===== config.mk =====
export PLATFORM = sky130hd
export DESIGN_NAME = tdp_step
export DESIGN_NICKNAME = d
export VERILOG_FILES = /design/src/hw/rtl/tdp_pkg.sv /design/src/hw/rtl/tdp_step.sv
export SDC_FILE = /design/constraint.sdc
export NUM_CORES = 1
export LEC_CHECK = 0
export BUFFER_PORTS_ARGS = -buffer_cell sky130_fd_sc_hd__buf_4
export CAP_MARGIN = 25
export CORE_MARGIN = 1
export CORE_UTILIZATION = 55
export CTS_BUF_LIST = sky130_fd_sc_hd__clkbuf_4 sky130_fd_sc_hd__clkbuf_8
export DETAILED_ROUTE_END_ITERATION = 10
export PLACE_DENSITY = 0.72
export SETUP_SLACK_MARGIN = 0.4
export SLEW_MARGIN = 20
export SYNTH_ARGS = -nofsm -noshare
export SYNTH_HDL_FRONTEND = slang
export SYNTH_SLANG_ARGS = --single-unit

===== constraint.sdc =====
create_clock -name clock -period 24.6 [get_ports clock]
set_input_delay 2.46 -clock clock [delete_from_list [all_inputs] [get_ports clock]]
set_output_delay 2.46 -clock clock [all_outputs]
set_load 0.05 [all_outputs]

===== src/hw/rtl/tdp_pkg.sv =====
// tdp_pkg: shared types, codes and constants of the ttl duration text parser
// no dependencies; imported by every module of the block
package tdp_pkg;

   localparam int unsigned CHAR_W  = 8;
   localparam int unsigned TTL_W   = 32;
   localparam int unsigned POS_W   = 16;
   localparam int unsigned SCALE_W = 20;
   localparam int unsigned DIGIT_W = 4;

   // stop position saturates here
   localparam logic [POS_W-1:0] MAX_POSITION = 16'd65535;

   localparam int unsigned SEC_PER_MIN  = 60;
   localparam int unsigned MIN_PER_HOUR = 60;
   localparam int unsigned HOUR_PER_DAY = 24;
   localparam int unsigned DAY_PER_WEEK = 7;
   localparam int unsigned DECIMAL_BASE = 10;

   localparam logic [SCALE_W-1:0] SCALE_SEC  = 20'd1;
   localparam logic [SCALE_W-1:0] SCALE_MIN  = SCALE_W'(SEC_PER_MIN);
   localparam logic [SCALE_W-1:0] SCALE_HOUR = SCALE_W'(SEC_PER_MIN * MIN_PER_HOUR);
   localparam logic [SCALE_W-1:0] SCALE_DAY  =
      SCALE_W'(SEC_PER_MIN * MIN_PER_HOUR * HOUR_PER_DAY);
   localparam logic [SCALE_W-1:0] SCALE_WEEK =
      SCALE_W'(SEC_PER_MIN * MIN_PER_HOUR * HOUR_PER_DAY * DAY_PER_WEEK);

   localparam logic [CHAR_W-1:0] CHAR_NUL   = 8'h00;
   localparam logic [CHAR_W-1:0] CHAR_TAB   = 8'h09;
   localparam logic [CHAR_W-1:0] CHAR_SPACE = 8'h20;
   localparam logic [CHAR_W-1:0] CHAR_PLUS  = 8'h2b;
   localparam logic [CHAR_W-1:0] CHAR_MINUS = 8'h2d;
   localparam logic [CHAR_W-1:0] CHAR_ZERO  = 8'h30;
   localparam logic [CHAR_W-1:0] CHAR_NINE  = 8'h39;
   localparam logic [CHAR_W-1:0] CHAR_UC_S  = 8'h53;
   localparam logic [CHAR_W-1:0] CHAR_LC_S  = 8'h73;
   localparam logic [CHAR_W-1:0] CHAR_UC_M  = 8'h4d;
   localparam logic [CHAR_W-1:0] CHAR_LC_M  = 8'h6d;
   localparam logic [CHAR_W-1:0] CHAR_UC_H  = 8'h48;
   localparam logic [CHAR_W-1:0] CHAR_LC_H  = 8'h68;
   localparam logic [CHAR_W-1:0] CHAR_UC_D  = 8'h44;
   localparam logic [CHAR_W-1:0] CHAR_LC_D  = 8'h64;
   localparam logic [CHAR_W-1:0] CHAR_UC_W  = 8'h57;
   localparam logic [CHAR_W-1:0] CHAR_LC_W  = 8'h77;

   typedef enum logic [1:0] {
      STOP_END  = 2'd0,
      STOP_SIGN = 2'd1,
      STOP_BAD  = 2'd2
   } stop_type;

   typedef enum logic [1:0] {
      SIGN_NONE  = 2'd0,
      SIGN_PLUS  = 2'd1,
      SIGN_MINUS = 2'd2
   } sign_type;

   typedef enum logic [2:0] {
      KIND_NUL,
      KIND_BLANK,
      KIND_SIGN,
      KIND_UNIT,
      KIND_DIGIT,
      KIND_BAD
   } char_kind_type;

   typedef struct packed {
      char_kind_type        kind;
      logic                 is_minus;
      logic [SCALE_W-1:0]   scale;
      logic [DIGIT_W-1:0]   digit;
   } char_class_type;

   typedef struct packed {
      logic [TTL_W-1:0] total;
      logic             minus;
      logic [POS_W-1:0] pos;
      stop_type         reason;
   } result_type;

endpackage


===== src/hw/rtl/tdp_step.sv =====
// tdp_step: parser state registers and the one-character update with its result
// depends on tdp_pkg; fed by tdp_char_decode
module tdp_step import tdp_pkg::*; (
   input  logic           clock,
   input  logic           reset,
   input  logic           step_en,
   input  char_class_type char_class,
   input  logic           last_char,
   output logic           result_valid,
   output result_type     result
);

   sign_type         sign_ff, sign_in;
   logic [TTL_W-1:0] pending_ff, pending_in;
   logic [TTL_W-1:0] total_ff, total_in;
   logic [POS_W-1:0] pos_ff, pos_in;
   logic             stopped_ff, stopped_in;

   logic [TTL_W+SCALE_W-1:0] product;
   logic [TTL_W-1:0]         pending_x10;
   logic [TTL_W-1:0]         addend;
   logic [POS_W-1:0]         pos_inc;
   logic                     emit;

   assign product     = pending_ff * char_class.scale;
   assign pending_x10 = {pending_ff[TTL_W-4:0], 3'b000} + {pending_ff[TTL_W-2:0], 1'b0}
                        + TTL_W'(char_class.digit);
   assign pos_inc     = (pos_ff >= MAX_POSITION) ? MAX_POSITION : pos_ff + 1'b1;

   always_comb begin
      sign_in       = sign_ff;
      pending_in    = pending_ff;
      pos_in        = pos_ff;
      stopped_in    = stopped_ff;
      addend        = '0;
      emit          = 1'b0;
      result.reason = STOP_END;
      result.pos    = pos_ff;
      if (!stopped_ff) begin
         unique case (char_class.kind)
            KIND_NUL: begin
               addend = pending_ff;
               emit   = 1'b1;
            end
            KIND_BLANK: begin
            end
            KIND_SIGN: begin
               if (sign_ff == SIGN_NONE) begin
                  sign_in = char_class.is_minus ? SIGN_MINUS : SIGN_PLUS;
               end else begin
                  emit          = 1'b1;
                  result.reason = STOP_SIGN;
               end
            end
            KIND_UNIT: begin
               addend     = product[TTL_W-1:0];
               pending_in = '0;
            end
            KIND_DIGIT: begin
               pending_in = pending_x10;
            end
            KIND_BAD: begin
               addend        = pending_ff;
               emit          = 1'b1;
               result.reason = STOP_BAD;
            end
            default: begin
            end
         endcase
         if (emit) begin
            stopped_in = 1'b1;
         end else begin
            pos_in = pos_inc;
            if (last_char) begin
               // end of string: flush what is pending after this character
               emit       = 1'b1;
               result.pos = pos_inc;
               if (char_class.kind == KIND_DIGIT) begin
                  addend = pending_x10;
               end else if (char_class.kind != KIND_UNIT) begin
                  addend = pending_ff;
               end
            end
         end
      end
      total_in     = total_ff + addend;
      result.total = total_in;
      result.minus = (sign_in == SIGN_MINUS);
      result_valid = step_en && emit;
   end

   always_ff @(posedge clock) begin
      if (reset || (step_en && last_char)) begin
         sign_ff    <= SIGN_NONE;
         pending_ff <= '0;
         total_ff   <= '0;
         pos_ff     <= '0;
         stopped_ff <= 1'b0;
      end else if (step_en) begin
         sign_ff    <= sign_in;
         pending_ff <= pending_in;
         total_ff   <= total_in;
         pos_ff     <= pos_in;
         stopped_ff <= stopped_in;
      end
   end

endmodule


# After elaboration in Yosys (flattened, before gate mapping)
# Cells that the tools add are included.
[classes]
reduce_logical = 9
addsub = 4
bitwise = 2
mux = 25
order_cmp = 1
mul = 1
eq_ne = 6
[op_table]
columns = ["op", "count"]
rows = [
  ["$mux W32", 5],
  ["$pmux W32 S2", 2],
  ["$add A32 B32 Y32", 2],
  ["$mux W16", 3],
  ["$add A32 B4 Y32", 1],
  ["$mul A32 B20 Y32", 1],
  ["$mux W18", 1],
  ["$add A16 B1 Y16 const B", 1],
  ["$ge A16 B16 Y1 const B", 1],
  ["$mux W1", 8],
  ["$mux W2", 4],
  ["$eq A3 B2 Y1 const B", 2],
  ["$eq A3 B3 Y1 const B", 2],
  ["$reduce_and A3 Y1", 2],
  ["$pmux W2 S2", 1],
  ["$logic_not A3 Y1", 1],
  ["$ne A3 B2 Y1 const B", 1],
  ["$eq A2 B2 Y1 const B", 1],
  ["$logic_and A1 B1 Y1", 2],
  ["$logic_not A2 Y1", 1],
  ["$not A1 Y1", 2],
  ["$pmux W1 S2", 1],
  ["$reduce_bool A2 Y1", 1],
  ["$reduce_or A2 Y1", 1],
  ["$logic_or A1 B1 Y1", 1],
]
[totals]
reg_bits = 83
wordCells = 53
output_inout_bits = 52

# Depth between registers and ports, before layout
[logic_depth]
word_depth = 9
ltp_mapped = 41

# Least setup slack after synthesis
# No wires, ideal clock.
[synth_path]
path_type = "input to output"
start = "input port char_class[7] (netlist name)"
end = "output port result[49] (netlist name)"
required_ns = 22.140
arrival_time_ns = 11.257
path_slack_ns = 10.883
cell_stages = 38
path_cell_list = "clkbuf_1 > clkbuf_1 > and2_1 > fa_1 > fa_1 > inv_1 > fa_1 > inv_1 > fa_1 > inv_1 > fa_1 > inv_1 > fa_1 > inv_1 > fa_1 > inv_1 > ha_1 > nand2_1 > (+2 left out) > nand2_1 > a21oi_1 > o21bai_1 > a31o_2 > nand3_1 > a2111oi_0 > a311o_1 > ha_1 > inv_1 > o21bai_1 > a21oi_1 > nand2_1 > or2_2 > o21ai_0 > o21ai_0 > a2111oi_0 > nor2_1 > xor2_1"
[synth_rtl]
columns = ["item", "line_no", "text"]
rows = [
  ["start: declaration", "tdp_step.sv:7", "input char_class_type char_class,"],
  ["end: declaration", "tdp_step.sv:10", "output result_type result"],
]

==> reports/results.ini <==
[floorplan]
die_area_mm2 = 0.0386
start_util_pct = 56.4
chipWidth_um = 196
io-pin-count = 84
die_h_um = 196
placementRows = 70
core-area_mm2 = 0.0369

[pwr]
power_leakage_nw = 10.8
power_density_mw_per_mm2 = 13.8
p_sw_share_pct = 34.9
ir_drop_uv = 34.3
intPower_w = 0.000198
power.share.sequential_pct = 45.0
p_comb_share_pct = 20.6
clkPwrFrac_pct = 34.4
p_sw_w = 0.000106

[worst_setup_path]
critPathKind = in -> out
path_max_fanout = 30
path_depth = 38
critPathSlowestCell = a2111oi_0
worstReg2RegStart = pending_ff[11]$_SDFFE_PP0P_
reg2reg_depth = 34
worstPathRequired_ns = 22.14
critical-path-top-delay-family = adder cells
max_stage_delay_ns = 0.57
endpoint = result[49]
critPathLaunch = char_class[6]
worstReg2RegEnd = total_ff[30]$_SDFFE_PP0P_
cp_common_cell = fa_1
cp-end-kind = primary output
arrival_ns = 11.70
start_kind = input port
crit_buf_inv = 8
r2r_slack_ns = 14.69

[run]
maxCapViolations = 0

[timing]
finalWorstSetupSlack_ns = 10.44
rsz0062_at_grt = false
hold_viol = 0
final.setup_skew_ns = 0.0197
period_needed_ns = 14.16
worstMarginPinSlew_ns = 1.11
setup_tns_ns = 0
relSlewSlack_pct = 25.9
max_freq_mhz = 70.6
setup_violations = 0
slew_viol_final = 0
worst_hold_slack_ns = 0.480
period_share_pct = 57.6

[status]
status = finished, final reports clean

[logic_synthesis]
synth_edf_count = 0
yosysSeqAreaShare_pct = 7.99
synth.most_common_cell = inv_1
yosys-top-cells-count = inv_1, fa_1, nand2_1
synth_fp_nets = 3088
syn_area_per_cell_um2 = 8.22
netlist_top_cells_area = fa_1, ha_1, dfxtp_1
yosysTopAreaCell = fa_1
ys_ff_latch = 83
syn-cell-area_mm2 = 0.0208
synth_top_area_share_pct = 34.3
ys.warnings.count = 0
synthArstFlopShare_pct = 0
syn_inst = 2529
ys_types = 78
ys.flop_type = dfxtp_1

[clock_network]
holdBufCountCts = 0
clock_latency_ns = 0.40
cts_tree = built
ctsResizeCount = 0
path_clk_slew_ns = 0.10
clock-root-buffer = clkbuf_8
clock_sinks = 83
htree_levels = 3
cts_buffers = 9
cts_setup_buffers = 0
clk_path_buf_depth = 2

[min_path]
min-delay-path-class = reg -> reg

[grt]
antenna_found_initial = 1
grt_pass1_wl_um = 91200
grt_usage_pct = 29.4
grt_max_degree = 80
grt_pass1_vias = 18300
grt_overflow = 0

[detailed_routing]
first_pass_iters = 5
vias_per_cell = 5.66
antenna_left = 0
vias = 17100
first_iter_violations = 1213
drc = 0
wl_per_cell_um = 17.7
drt_wl_total_um = 53600

[final_layout]
fin_nets = 3078
final_area_mm2 = 0.0220
n_antenna_cell = 0
area_delta_synth_final_pct = 5.70
drive_gt1_share_pct = 6.34
final_util_pct = 59.6

[placed_design]
dpl-instance-area_mm2 = 0.0217
io_buffers = 83
dp_slack_ns = 10.65
dp_hpwl_um = 42900
place.gp.congestion = 0.936

power groups by stage:
stage,logic (W),registers [W],clock network [W]
5_1_grt,0.0000672,0.000137,0.000111
6_report,0.0000626,0.000137,0.000105
2_1_floorplan,0.0000396,0.000139,0
3_5_place_dp,0.0000613,0.000140,0
3_3_place_gp,0.0000605,0.000140,0
4_1_cts,0.0000618,0.000137,0.000106
metal layers:
metal  share of wire, %  track usage, %  up-vias
li1                   -               -     7963
met1                 44            39.2     8433
met2                 47            49.7      611
met3                6.0            2.34      133
met4                3.3            11.4        0
met5                  0               0        -
sequential cells by signal, summed over array words and instances (netlist names):
name        flops
sign_ff         2
pos_ff         16
stopped_ff      1
pending_ff     32
total_ff       32
how the worst min path moves through the flow:
stage	start	endpoint	slack, ns	depth (start not counted)
4_1_cts	total_ff[22]$_SDFFE_PP0P_	total_ff[22]$_SDFFE_PP0P_	0.48	2
3_3_place_gp	total_ff[22]$_SDFFE_PP0P_	total_ff[22]$_SDFFE_PP0P_	0.46	2
6_report	total_ff[22]$_SDFFE_PP0P_	total_ff[22]$_SDFFE_PP0P_	0.48	2
2_1_floorplan	total_ff[20]$_SDFFE_PP0P_	total_ff[20]$_SDFFE_PP0P_	0.45	2
3_5_place_dp	total_ff[22]$_SDFFE_PP0P_	total_ff[22]$_SDFFE_PP0P_	0.46	2
5_1_grt	total_ff[22]$_SDFFE_PP0P_	total_ff[22]$_SDFFE_PP0P_	0.50	2
cells by family (layout without fill, tap and decap cells):
kind of cell / count (synthesis) / in the layout / synth area share (%)
DFF: 83 / 83 / 7.99
muxes: 23 / 23 / 1.11
AOI/OAI and AO/OA: 409 / 409 / 12.8
and+or+nand+nor: 811 / 811 / 18.6
adders and majority gates: 527 / 527 / 44.6
buffers and inverters: 566 / 561 / 10.2
xor gates and xnor gates: 110 / 110 / 4.63
stage by stage:
stage / std cells / power (W)
global route: 3028 / 0.000315
global placement: 3009 / 0.000200
detailed placement: 3010 / 0.000201
finish: 3028 / 0.000304
CTS: 3026 / 0.000305
floorplan: 2529 / 0.000179
final cells by class:
cell class | instances | area (µm²)
Tap cell | 504 | 631
Inverter | 437 | 1640
Timing Repair Buffer | 108 | 838
Fill cell | 3315 | 14900
Clock inverter | 7 | 68.8
Sequential cell | 83 | 1660
Clock buffer | 9 | 124
Multi-Input combinational cell | 1880 | 17000
worst min-delay path: stages (launching register included):
cell	delay [ns]
dfxtp_1	0.33
nand2_1	0.06
a21oi_1	0.05
layout by cell type, fill, tap and decap left out, types with 15 or more instances in the layout:
cell type,count
dfxtp_1,83
xor2_1,25
xnor2_1,85
fa_1,356
o22ai_1,22
buf_4,106
nor2_1,132
mux2i_1,23
nand3_1,31
o21a_1,17
o21ai_0,45
a22oi_1,38
nand2_1,344
inv_1,436
and2_1,209
a21o_1,26
ha_1,171
nor3_1,15
a21oi_1,147
Note: power is estimated with default switching activity, not from simulation.
