[config.mk]
export PLATFORM = sky130hd
export DESIGN_NAME = tdp_char_decode
export DESIGN_NICKNAME = d
export VERILOG_FILES = /design/src/hw/rtl/tdp_pkg.sv /design/src/hw/rtl/tdp_char_decode.sv
export SDC_FILE = /design/constraint.sdc
export NUM_CORES = 1
export LEC_CHECK = 0
export ABC_AREA = 1
export BUFFER_PORTS_ARGS = -buffer_cell sky130_fd_sc_hd__buf_2
export CAP_MARGIN = 10
export CORE_AREA = 3 3 40 42
export DETAILED_ROUTE_END_ITERATION = 6
export DIE_AREA = 0 0 43 45
export PLACE_DENSITY = 0.7
export SYNTH_ARGS = -nofsm -noshare
export SYNTH_HDL_FRONTEND = slang
export SYNTH_SLANG_ARGS = --single-unit
[constraint.sdc]
create_clock -name vclk -period 1
set_input_delay 0.2 -clock vclk [all_inputs]
set_output_delay 0.2 -clock vclk [all_outputs]
set_load 0.05 [all_outputs]
[src/hw/rtl/tdp_pkg.sv]
// tdp_pkg: shared types, codes and constants of the ttl duration text parser
// no dependencies; imported by every module of the block
package tdp_pkg;

   localparam int unsigned CHAR_W  = 8;
   localparam int unsigned TTL_W   = 32;
   localparam int unsigned POS_W   = 16;
   localparam int unsigned SCALE_W = 20;
   localparam int unsigned DIGIT_W = 4;

   // stop position saturates here
   localparam logic [POS_W-1:0] MAX_POSITION = 16'd65535;

   localparam int unsigned SEC_PER_MIN  = 60;
   localparam int unsigned MIN_PER_HOUR = 60;
   localparam int unsigned HOUR_PER_DAY = 24;
   localparam int unsigned DAY_PER_WEEK = 7;
   localparam int unsigned DECIMAL_BASE = 10;

   localparam logic [SCALE_W-1:0] SCALE_SEC  = 20'd1;
   localparam logic [SCALE_W-1:0] SCALE_MIN  = SCALE_W'(SEC_PER_MIN);
   localparam logic [SCALE_W-1:0] SCALE_HOUR = SCALE_W'(SEC_PER_MIN * MIN_PER_HOUR);
   localparam logic [SCALE_W-1:0] SCALE_DAY  =
      SCALE_W'(SEC_PER_MIN * MIN_PER_HOUR * HOUR_PER_DAY);
   localparam logic [SCALE_W-1:0] SCALE_WEEK =
      SCALE_W'(SEC_PER_MIN * MIN_PER_HOUR * HOUR_PER_DAY * DAY_PER_WEEK);

   localparam logic [CHAR_W-1:0] CHAR_NUL   = 8'h00;
   localparam logic [CHAR_W-1:0] CHAR_TAB   = 8'h09;
   localparam logic [CHAR_W-1:0] CHAR_SPACE = 8'h20;
   localparam logic [CHAR_W-1:0] CHAR_PLUS  = 8'h2b;
   localparam logic [CHAR_W-1:0] CHAR_MINUS = 8'h2d;
   localparam logic [CHAR_W-1:0] CHAR_ZERO  = 8'h30;
   localparam logic [CHAR_W-1:0] CHAR_NINE  = 8'h39;
   localparam logic [CHAR_W-1:0] CHAR_UC_S  = 8'h53;
   localparam logic [CHAR_W-1:0] CHAR_LC_S  = 8'h73;
   localparam logic [CHAR_W-1:0] CHAR_UC_M  = 8'h4d;
   localparam logic [CHAR_W-1:0] CHAR_LC_M  = 8'h6d;
   localparam logic [CHAR_W-1:0] CHAR_UC_H  = 8'h48;
   localparam logic [CHAR_W-1:0] CHAR_LC_H  = 8'h68;
   localparam logic [CHAR_W-1:0] CHAR_UC_D  = 8'h44;
   localparam logic [CHAR_W-1:0] CHAR_LC_D  = 8'h64;
   localparam logic [CHAR_W-1:0] CHAR_UC_W  = 8'h57;
   localparam logic [CHAR_W-1:0] CHAR_LC_W  = 8'h77;

   typedef enum logic [1:0] {
      STOP_END  = 2'd0,
      STOP_SIGN = 2'd1,
      STOP_BAD  = 2'd2
   } stop_type;

   typedef enum logic [1:0] {
      SIGN_NONE  = 2'd0,
      SIGN_PLUS  = 2'd1,
      SIGN_MINUS = 2'd2
   } sign_type;

   typedef enum logic [2:0] {
      KIND_NUL,
      KIND_BLANK,
      KIND_SIGN,
      KIND_UNIT,
      KIND_DIGIT,
      KIND_BAD
   } char_kind_type;

   typedef struct packed {
      char_kind_type        kind;
      logic                 is_minus;
      logic [SCALE_W-1:0]   scale;
      logic [DIGIT_W-1:0]   digit;
   } char_class_type;

   typedef struct packed {
      logic [TTL_W-1:0] total;
      logic             minus;
      logic [POS_W-1:0] pos;
      stop_type         reason;
   } result_type;

endpackage

[src/hw/rtl/tdp_char_decode.sv]
// tdp_char_decode: classifies one string byte into kind, unit scale and digit value
// depends on tdp_pkg
module tdp_char_decode import tdp_pkg::*; (
   input  logic [CHAR_W-1:0] character,
   output char_class_type    char_class
);

   always_comb begin
      char_class.kind     = KIND_BAD;
      char_class.is_minus = (character == CHAR_MINUS);
      char_class.scale    = '0;
      char_class.digit    = DIGIT_W'(character - CHAR_ZERO);
      unique case (character)
         CHAR_NUL: begin
            char_class.kind = KIND_NUL;
         end
         CHAR_SPACE, CHAR_TAB: begin
            char_class.kind = KIND_BLANK;
         end
         CHAR_PLUS, CHAR_MINUS: begin
            char_class.kind = KIND_SIGN;
         end
         CHAR_LC_S, CHAR_UC_S: begin
            char_class.kind  = KIND_UNIT;
            char_class.scale = SCALE_SEC;
         end
         CHAR_LC_M, CHAR_UC_M: begin
            char_class.kind  = KIND_UNIT;
            char_class.scale = SCALE_MIN;
         end
         CHAR_LC_H, CHAR_UC_H: begin
            char_class.kind  = KIND_UNIT;
            char_class.scale = SCALE_HOUR;
         end
         CHAR_LC_D, CHAR_UC_D: begin
            char_class.kind  = KIND_UNIT;
            char_class.scale = SCALE_DAY;
         end
         CHAR_LC_W, CHAR_UC_W: begin
            char_class.kind  = KIND_UNIT;
            char_class.scale = SCALE_WEEK;
         end
         default: begin
            if (character >= CHAR_ZERO && character <= CHAR_NINE) begin
               char_class.kind = KIND_DIGIT;
            end
         end
      endcase
   end

endmodule

[Word level (Yosys, flattened, before mapping)]
Index checks and enable logic that the tools add are counted.
Storage, ports and cells
  flip-flop bits (word level): 0
  ROM bits: 0
  memories kept: 0
  input port bits: 8
  bits in latches: 0
  memory bits (writable): 0
  word-level logic and storage cells: 30
  output and inout port bits: 28
Operators by class
  add/subtract/negate cells: 1
  reductions and logical operators: 10
  equal/unequal tests: 14
  order comparisons: 2
  muxes and demuxes: 3
  shift operators: 0
  multipliers: 0
  divide/modulo/power cells: 0
  bitwise operators: 0
Operators by type and width (count)
  one-hot mux 20 bit (5 select lines): 1
  equality test 8 x 7 -> 1 bit (second input constant): 10
  equality test 8 x 6 -> 1 bit (second input constant): 3
  OR reduction 2 bit: 7
  one-hot mux 3 bit (4 select lines): 1
  OR reduction 10 bit: 1
  equality test 8 x 4 -> 1 bit (second input constant): 1
  greater-or-equal comparator 8 x 6 -> 1 bit (second input constant): 1
  less-or-equal comparator 8 x 6 -> 1 bit (second input constant): 1
  zero test 8 bit: 1
  subtractor 4 x 1 -> 4 bit (second input constant): 1
  logical AND 1 bit: 1
  2-to-1 mux 1 bit: 1

[Logic depth before layout (Yosys ltp)]
Gate-level depths: netlist (run 1).
  depth after elaboration: 4
  gate-level depth with buffers: 8
  depth with buffers taken out: 8

[Worst setup path before layout (run 1)]
Ideal clock, no wire load.
  kind: input -> output
  start point: input port character[1]
  end point: output port char_class[16] (netlist name)
  stages: 6
  slack: -1125 ps
  arrival: 1925 ps
  required time: 800 ps
  path buffers: 1
  cells stage by stage: nor2_1 > nand3_1 > nor2_1 > nor2_2 > inv_1 > buf_4
RTL lines
  start, declared: line tdp_char_decode.sv:4  | input logic [CHAR_W-1:0] character,
  end, declared: line tdp_char_decode.sv:5  | output char_class_type char_class

==> results.sh, run 1 <==
export IMPL_hold_path_startpoint="character[2]"
export IMPL_grt_util_all_layers_pct=16.3
export IMPL_synth_sequential_area_ratio_pct=0
export IMPL_overall_die_width_um=43
export IMPL_vias_per_cell=4.58
export IMPL_maxSlewViolCount=0
export IMPL_power_ir_vdd_worst_mv=0.416
export IMPL_outcome="finished, violations left"
export IMPL_globalRoute_totalOverflow=0
export IMPL_synth_top_cell_area_share_pct=29.5
export IMPL_cell_internal_pwr_mw=0.141
export IMPL_timing_final_setup_violations=19
export IMPL_post_route_cell_area_um2=1070
export IMPL_drt_pre_antenna_iters=4
export IMPL_final_core_utilization_pct=83.3
export IMPL_power_sequential_fraction_pct=0
export IMPL_nFlopsAndLatches=0
export IMPL_yosysTopAreaCell="buf_4"
export IMPL_clkbuf_count=0
export IMPL_num_nets_final=112
export IMPL_design_power_total_mw=0.384
export IMPL_violations="negative setup slack"
export IMPL_grt_pass1_vias=523
export IMPL_synth_area_leaders="buf_4, nor2_1, nand2_1"
export IMPL_met3WireLength_um=83
export IMPL_grt_setup_unrepaired="yes"
export IMPL_combinationalPowerShare_pct=100.0
export IMPL_power_density_nw_per_um2=358
export IMPL_synthesis_area_um2=407
export IMPL_antenna_found_initial=0
export IMPL_die_area_um2=1940
export IMPL_pin_count=36
export IMPL_setup_worst_path_class="primary input to output port"
export IMPL_post_dp_hpwl_um=1060
export IMPL_hold_depth=2
export IMPL_placed_cell_area_um2=748
export IMPL_layout_drive_gt1_share_pct=81.4
export IMPL_topRoutingLayerUsed="met4"
export IMPL_sequential_cell_area_um2=0
export IMPL_row_count=13
export IMPL_antenna_cells_inserted=0
export IMPL_critical_path_peak_fanout=3
export IMPL_route_final_wire_length_um=1470
export IMPL_cp_start_kind="primary input"
export IMPL_destination_of_the_worst_hold_path="char_class[2]"
export IMPL_synth_avg_cell_area_um2=5.73
export IMPL_core_area_um2=1280
export IMPL_achievable_frequency_ghz=0.755
export IMPL_fin_ws_ns=-0.324
export IMPL_power_static_leakage_nw=0.508
export IMPL_portBuffers=31
export IMPL_syn_warnings=0
export IMPL_post_synth_num_cell_types=18
export IMPL_floorplan_die_height_um=45
export IMPL_required_ns=0.80
export IMPL_worst_hold_path_type="primary input to output port"
export IMPL_routed_wl_met2_um=845
export IMPL_drc_errors=0
export IMPL_setup_worst_path_end_class="output port"
export IMPL_worstSetupStartpoint="character[0]"
export IMPL_max_cap_violations=0
export IMPL_post_synth_inst_count=71
export IMPL_switching_share_pct=63.1
export IMPL_routed_via_count=536
export IMPL_flow_area_growth_from_synthesis_pct=163
export IMPL_p_sw_mw=0.242
export IMPL_fin_crit_share_pct=132
export IMPL_gp_congestion=0.835
export IMPL_finalHoldViolCount=0
export IMPL_first_pass_grt_wire_length_um=2430
export IMPL_detailedRoute_firstIterationViolations=18
export IMPL_final_antenna_net_count=0
export IMPL_initial_core_util_pct=31.6
export IMPL_worst_ep_arrival_time_ns=1.12
export IMPL_share_clk_of_total_power_pct=0
export IMPL_mostFrequentLayoutCells="buf_8, buf_6, nor2_4"
export IMPL_grt_max_degree=7
export IMPL_final_period_minus_worst_setup_slack_ns=1.32
export IMPL_cts_hold_buffers=0
export IMPL_layout_cells_most_common="buf_8"
export IMPL_post_drt_wl_per_cell_um=12.6
export IMPL_wl_met1_um=514
-- repair_timing --
item / in CTS / in global routing
buffers inserted: 1 / 0
cloned: 0 / 0
endpoints found under the setup margin: 19 / 19
resized for setup: 90 / 4
pin swaps: 12 / 1
-- synthesized netlist by cell type --
| cell type | count |
|---|---|
| a21oi_1 | 1 |
| buf_4 | 16 |
| conb_1 | 1 |
| inv_1 | 6 |
| inv_2 | 3 |
| nand2_1 | 9 |
| nand2_2 | 4 |
| nand3_1 | 6 |
| nand3_2 | 1 |
| nand4_1 | 1 |
| nor2_1 | 13 |
| nor2_2 | 3 |
| nor2_4 | 1 |
| nor3_1 | 1 |
| nor3_4 | 2 |
| o21ai_2 | 1 |
| o21bai_1 | 1 |
| or2_1 | 1 |
-- per-stage QoR --
| step | worst slack [ns] | std cells | hold WS, ns | TNS, ns |
|---|---|---|---|---|
| detailed placement | -0.552 | 117 | 0.778 | -8.05 |
| CTS | -0.319 | 117 | 0.724 | -4.43 |
| finish | -0.324 | 117 | 0.722 | -4.58 |
| floorplan | -0.637 | 75 | 0.521 | -4.97 |
| global route | -0.372 | 117 | 0.729 | -5.47 |
| global placement | -0.536 | 117 | 0.775 | -7.67 |
-- routing by layer --
metal / global-route usage [%] / up-vias
met4: 2.41 / 0
met1: 17.3 / 241
met5: 0 / -
met2: 35.0 / 26
li1: - / 267
met3: 1.20 / 2
-- logic make-up (layout without fill, tap and decap cells) --
family                 Yosys count  after routing  share of synthesized area, %
AO/OA/AOI/OAI                    3              3                          5.23
buffers and inverters           25             52                          37.8
other                            1              5                         0.922
AND/OR/NAND/NOR                 42             42                          56.0
-- worst max-delay path, cell delays in order --
cell and delay, ns:
buf_8 0.11, buf_12 0.12, nor2_4 0.11, nand3_2 0.10
nor2_4 0.14, nor2_4 0.06, clkinvlp_4 0.13, buf_8 0.15
-- cell type report --
class                           instances  area, um^2
Timing Repair Buffer                   43         514
Multi-Input combinational cell         50         458
Fill cell                              58         214
Inverter                                9        80.1
Tap cell                               15        18.8
-- power groups by stage --
stage	Clock, mW	Sequential [mW]	Combinational, mW
after CTS	0	0	0.377
after detailed placement	0	0	0.302
after floorplan	0	0	0.226
after global placement	0	0	0.298
final	0	0	0.384
after global routing	0	0	0.403
-- worst max path at each step --
stage	end	slack (ns)	depth (start not counted)
after floorplan	char_class[16]	-0.64	6
after global placement	char_class[27]	-0.54	10
after detailed placement	char_class[27]	-0.55	10
after CTS	char_class[27]	-0.32	10
after global routing	char_class[16]	-0.37	8
final	char_class[16]	-0.32	8
Note: power is estimated with default switching activity, not from simulation.
==> run 2: changes to the inputs <==
--- a/config.mk
+++ b/config.mk
@@ -8,9 +8,9 @@
 export ABC_AREA = 1
 export BUFFER_PORTS_ARGS = -buffer_cell sky130_fd_sc_hd__buf_2
 export CAP_MARGIN = 10
-export CORE_AREA = 3 3 40 42
+export CORE_AREA = 4 4 41 43
 export DETAILED_ROUTE_END_ITERATION = 6
-export DIE_AREA = 0 0 43 45
+export DIE_AREA = 0 0 45 47
 export PLACE_DENSITY = 0.7
 export SYNTH_ARGS = -nofsm -noshare
 export SYNTH_HDL_FRONTEND = slang
==> constraint.sdc (replaced) <==
create_clock -name vclk -period 1
set_input_delay 0.15 -clock vclk [all_inputs]
set_output_delay 0.15 -clock vclk [all_outputs]
set_load 0.05 [all_outputs]
==> results.sh, run 2 (same netlist as run 1, synthesis figures left out) <==
export IMPL_maxSlewViolCount=0
export IMPL_globalRoute_totalOverflow=0
export IMPL_initial_core_util_pct=31.3
export IMPL_sequential_cell_area_um2=0
export IMPL_fin_crit_share_pct=121
export IMPL_post_route_cell_area_um2=1040
export IMPL_timing_final_setup_violations=17
export IMPL_cts_hold_buffers=0
export IMPL_route_final_wire_length_um=1410
export IMPL_post_dp_hpwl_um=938
export IMPL_cp_top_family="simple AND/OR/NAND/NOR gates"
export IMPL_fin_cells=115
export IMPL_finalHoldViolCount=0
export IMPL_dp_cells=112
export IMPL_nFlopsAndLatches=0
export IMPL_achievable_frequency_ghz=0.823
export IMPL_antenna_cells_inserted=0
export IMPL_grt_max_degree=7
export IMPL_row_count=13
export IMPL_grt_setup_unrepaired="yes"
export IMPL_antenna_found_initial=0
export IMPL_topRoutingLayerUsed="met4"
export IMPL_worst_path_stages=10
export IMPL_layout_cells_most_common="buf_8"
export IMPL_flow_area_growth_from_synthesis_pct=155
export IMPL_portBuffers=31
export IMPL_power_static_leakage_nw=0.471
export IMPL_fin_ws_ns=-0.215
export IMPL_worst_hold_path_type="primary input to output port"
export IMPL_met3WireLength_um=115
export IMPL_layout_drive_gt1_share_pct=81.0
export IMPL_violations="negative setup slack"
export IMPL_detailedRoute_firstIterationViolations=2
export IMPL_critical_path_cell_chain="buf_12 -> inv_6 -> nand2_2 -> nor2_2 -> nand2_2 -> nand2_4 -> nor2_4 -> nand3_2 -> nor2_4 -> buf_6"
export IMPL_routed_via_count=527
export IMPL_clkbuf_count=0
export IMPL_post_drt_wl_per_cell_um=12.3
export IMPL_routed_wl_met2_um=814
export IMPL_overall_die_width_um=45
export IMPL_drc_errors=0
export IMPL_worstSetupStartpoint="character[2]"
export IMPL_vias_per_cell=4.58
export IMPL_mostFrequentLayoutCells="buf_8, buf_6, nor2_4"
export IMPL_setup_worst_path_end_class="output port"
export IMPL_power_ir_vdd_worst_mv=0.296
export IMPL_max_cap_violations=0
export IMPL_final_total_negative_setup_slack_ns=-2.25
export IMPL_floorplan_die_height_um=47
export IMPL_whs_ns=0.621
export IMPL_cp_start_kind="primary input"
export IMPL_setup_worst_path_class="primary input to output port"
export IMPL_timing_critical_path_to="char_class[27]"
export IMPL_final_period_minus_worst_setup_slack_ns=1.21
export IMPL_crit_path_max_incr_delay_ns=0.16
export IMPL_required_ns=0.85
export IMPL_drt_pre_antenna_iters=4
export IMPL_placed_cell_area_um2=694
export IMPL_worst_ep_arrival_time_ns=1.06
export IMPL_outcome="finished, violations left"
export IMPL_power_density_nw_per_um2=350
export IMPL_critical_path_peak_fanout=6
export IMPL_gp_congestion=0.841
export IMPL_final_antenna_net_count=0
export IMPL_cp_num_buf_inv=3
export IMPL_cpMaxStageDelayCell="buf_6"
export IMPL_die_area_um2=2120
export IMPL_num_nets_final=110
export IMPL_grt_util_all_layers_pct=11.9
export IMPL_pin_count=36
export IMPL_core_area_um2=1300
export IMPL_design_power_total_mw=0.364
export IMPL_grt_pass1_vias=466
export IMPL_wl_met1_um=461
export IMPL_first_pass_grt_wire_length_um=1930
## run 2: changes by cell type in the layout (fill, tap and decap cells not counted), moves of 2 or more
cell	change
nand2_2	+3
nand2_1	+2
inv_2	+3
nand2_4	-5
buf_4	-3
nand3_1	-2
## run 2: through the flow
stage / utilization (%) / worst slack [ns]
after floorplan: - / -0.537
after global placement: 53.4 / -0.430
after detailed placement: 53.4 / -0.438
after CTS: 72.8 / -0.177
after global routing: 79.8 / -0.267
final: 79.8 / -0.215
## run 2: what timing repair did
item	in CTS	in global routing
setup endpoints to repair	19	19
pin swaps	17	7
resized for setup	69	26
setup buffers	2	1
## run 2: worst min-delay path by stage
stage | startpoint | endpoint | slack [ns] | cells after the start
after floorplan | character[0] | char_class[24] | 0.42 | 2
after global placement | character[3] | char_class[3] | 0.67 | 2
after detailed placement | character[3] | char_class[3] | 0.67 | 2
after CTS | character[3] | char_class[3] | 0.62 | 2
after global routing | character[3] | char_class[3] | 0.63 | 2
final | character[3] | char_class[3] | 0.62 | 2
## run 2: cell type report
| class | count | area (um^2) |
|---|---|---|
| multi-input combinational | 50 | 445 |
| timing repair buffer | 41 | 503 |
| tap | 15 | 18.8 |
| inverter | 9 | 71.3 |
| fill | 91 | 263 |
## run 2: routing by layer
layer | track usage, % | vias to the layer above
li1 | - | 258
met1 | 13.7 | 240
met2 | 23.2 | 27
met3 | 1.15 | 2
met4 | 2.92 | 0
met5 | 0 | -
## run 2: power by group
part	leakage [nW]	total, mW	internal (mW)	switching [mW]
clock network	0	0	0	0
logic	0.471	0.364	0.134	0.230
registers	0	0	0	0
total	0.471	0.364	0.134	0.230
==> run 3: changes to the inputs <==
--- a/config.mk
+++ b/config.mk
@@ -8,9 +8,9 @@
 export ABC_AREA = 1
 export BUFFER_PORTS_ARGS = -buffer_cell sky130_fd_sc_hd__buf_2
 export CAP_MARGIN = 10
-export CORE_AREA = 4 4 41 43
+export CORE_AREA = 2 2 39 41
 export DETAILED_ROUTE_END_ITERATION = 6
-export DIE_AREA = 0 0 45 47
+export DIE_AREA = 0 0 41 43
 export PLACE_DENSITY = 0.7
 export SYNTH_ARGS = -nofsm -noshare
 export SYNTH_HDL_FRONTEND = slang
==> results.sh, run 3 (same netlist as run 1, synthesis figures left out) <==
export IMPL_outcome="finished, violations left"
export IMPL_violations="negative setup slack"
export IMPL_globalRoute_totalOverflow=0
export IMPL_die_area_um2=1760
export IMPL_gp_congestion=0.925
export IMPL_place_ws_ns=-0.428
export IMPL_grt_setup_unrepaired="yes"
export IMPL_vias_per_cell=4.45
export IMPL_timing_critical_path_mode_cell="buf_6"
export IMPL_dp_cells=113
export IMPL_route_final_wire_length_um=1480
export IMPL_clkbuf_count=0
export IMPL_fin_cells=118
export IMPL_first_pass_grt_wire_length_um=2060
export IMPL_setup_worst_path_class="primary input to output port"
export IMPL_final_period_minus_worst_setup_slack_ns=1.22
export IMPL_hold_depth=2
export IMPL_layout_drive_gt1_share_pct=81.4
export IMPL_floorplan_die_height_um=43
export IMPL_grt_pass1_vias=513
export IMPL_overall_die_width_um=41
export IMPL_power_density_nw_per_um2=345
export IMPL_antenna_cells_inserted=0
export IMPL_post_dp_hpwl_um=970
export IMPL_post_route_cell_area_um2=1050
export IMPL_final_antenna_net_count=0
export IMPL_initial_core_util_pct=29.4
export IMPL_worstSetupStartpoint="character[3]"
export IMPL_destination_of_the_worst_hold_path="char_class[2]"
export IMPL_max_cap_violations=0
export IMPL_final_core_utilization_pct=76.1
export IMPL_design_power_total_mw=0.363
export IMPL_detailedRoute_firstIterationViolations=4
export IMPL_cpMaxStageDelayCell="nor3_4"
export IMPL_fin_crit_share_pct=122
export IMPL_pin_count=36
export IMPL_setup_worst_path_end_class="output port"
export IMPL_fin_ws_ns=-0.220
export IMPL_grt_util_all_layers_pct=16.7
export IMPL_antenna_found_initial=0
export IMPL_required_ns=0.85
export IMPL_flow_area_growth_from_synthesis_pct=159
export IMPL_cp_start_kind="primary input"
export IMPL_final_total_negative_setup_slack_ns=-2.62
export IMPL_whs_ns=0.624
export IMPL_p_sw_mw=0.233
export IMPL_achievable_frequency_ghz=0.819
export IMPL_cp_num_buf_inv=4
export IMPL_combinationalPowerShare_pct=100.0
export IMPL_grt_max_degree=7
export IMPL_sequential_cell_area_um2=0
export IMPL_critical_path_peak_fanout=6
export IMPL_maxSlewViolCount=0
export IMPL_drc_errors=0
export IMPL_switching_share_pct=64.1
export IMPL_num_nets_final=112
export IMPL_share_clk_of_total_power_pct=0
export IMPL_power_static_leakage_nw=0.484
export IMPL_placed_cell_area_um2=696
export IMPL_portBuffers=31
export IMPL_hold_path_startpoint="character[2]"
export IMPL_core_area_um2=1380
export IMPL_finalHoldViolCount=0
export IMPL_power_sequential_fraction_pct=0
export IMPL_cp_top_family="buffers and inverters"
export IMPL_crit_path_max_incr_delay_ns=0.30
export IMPL_post_drt_wl_per_cell_um=12.6
export IMPL_mostFrequentLayoutCells="buf_8, buf_6, nor2_4"
export IMPL_nFlopsAndLatches=0
export IMPL_worst_hold_path_type="primary input to output port"
export IMPL_drt_pre_antenna_iters=4
export IMPL_worst_ep_arrival_time_ns=1.07
export IMPL_cell_internal_pwr_mw=0.131
export IMPL_critical_path_cell_chain="buf_6 -> inv_6 -> nand2_2 -> nor3_4 -> nor2_4 -> clkinvlp_4 -> buf_6"
export IMPL_layout_cells_most_common="buf_8"
export IMPL_power_ir_vdd_worst_mv=0.252
export IMPL_timing_final_setup_violations=19
export IMPL_row_count=14
export IMPL_routed_via_count=525
-- run 3: power by group through the flow --
stage               sequential [mW]  combinational (mW)  clock (mW)
floorplan                         0               0.226           0
finish                            0               0.363           0
detailed placement                0               0.281           0
global route                      0               0.381           0
global placement                  0               0.278           0
CTS                               0               0.352           0
-- run 3: cell type report --
type	instances	area [um^2]
fillers	96	330
inverters	9	76.3
well taps	16	20.0
multi-input cells	50	443
repair buffers	43	514
-- run 3: worst max path at each step --
stage,endpoint,depth (start not counted)
finish,char_class[20],7
global route,char_class[20],7
CTS,char_class[11],7
detailed placement,char_class[27],10
global placement,char_class[27],10
floorplan,char_class[16],6
-- run 3: repair_timing --
item,in CTS,in global routing
endpoints found under the setup margin,19,19
setup buffers,5,0
resized for setup,86,7
hold buffers,0,0
pin swaps,15,3
-- run 3: layer usage --
layer / vias up / part of all wire [%] / GRT usage (%)
met4: 0 / 0.94 / 2.00
met3: 2 / 5.4 / 0
met2: 25 / 63 / 35.9
li1: 261 / - / -
met1: 237 / 30 / 15.7
met5: - / 0 / 0
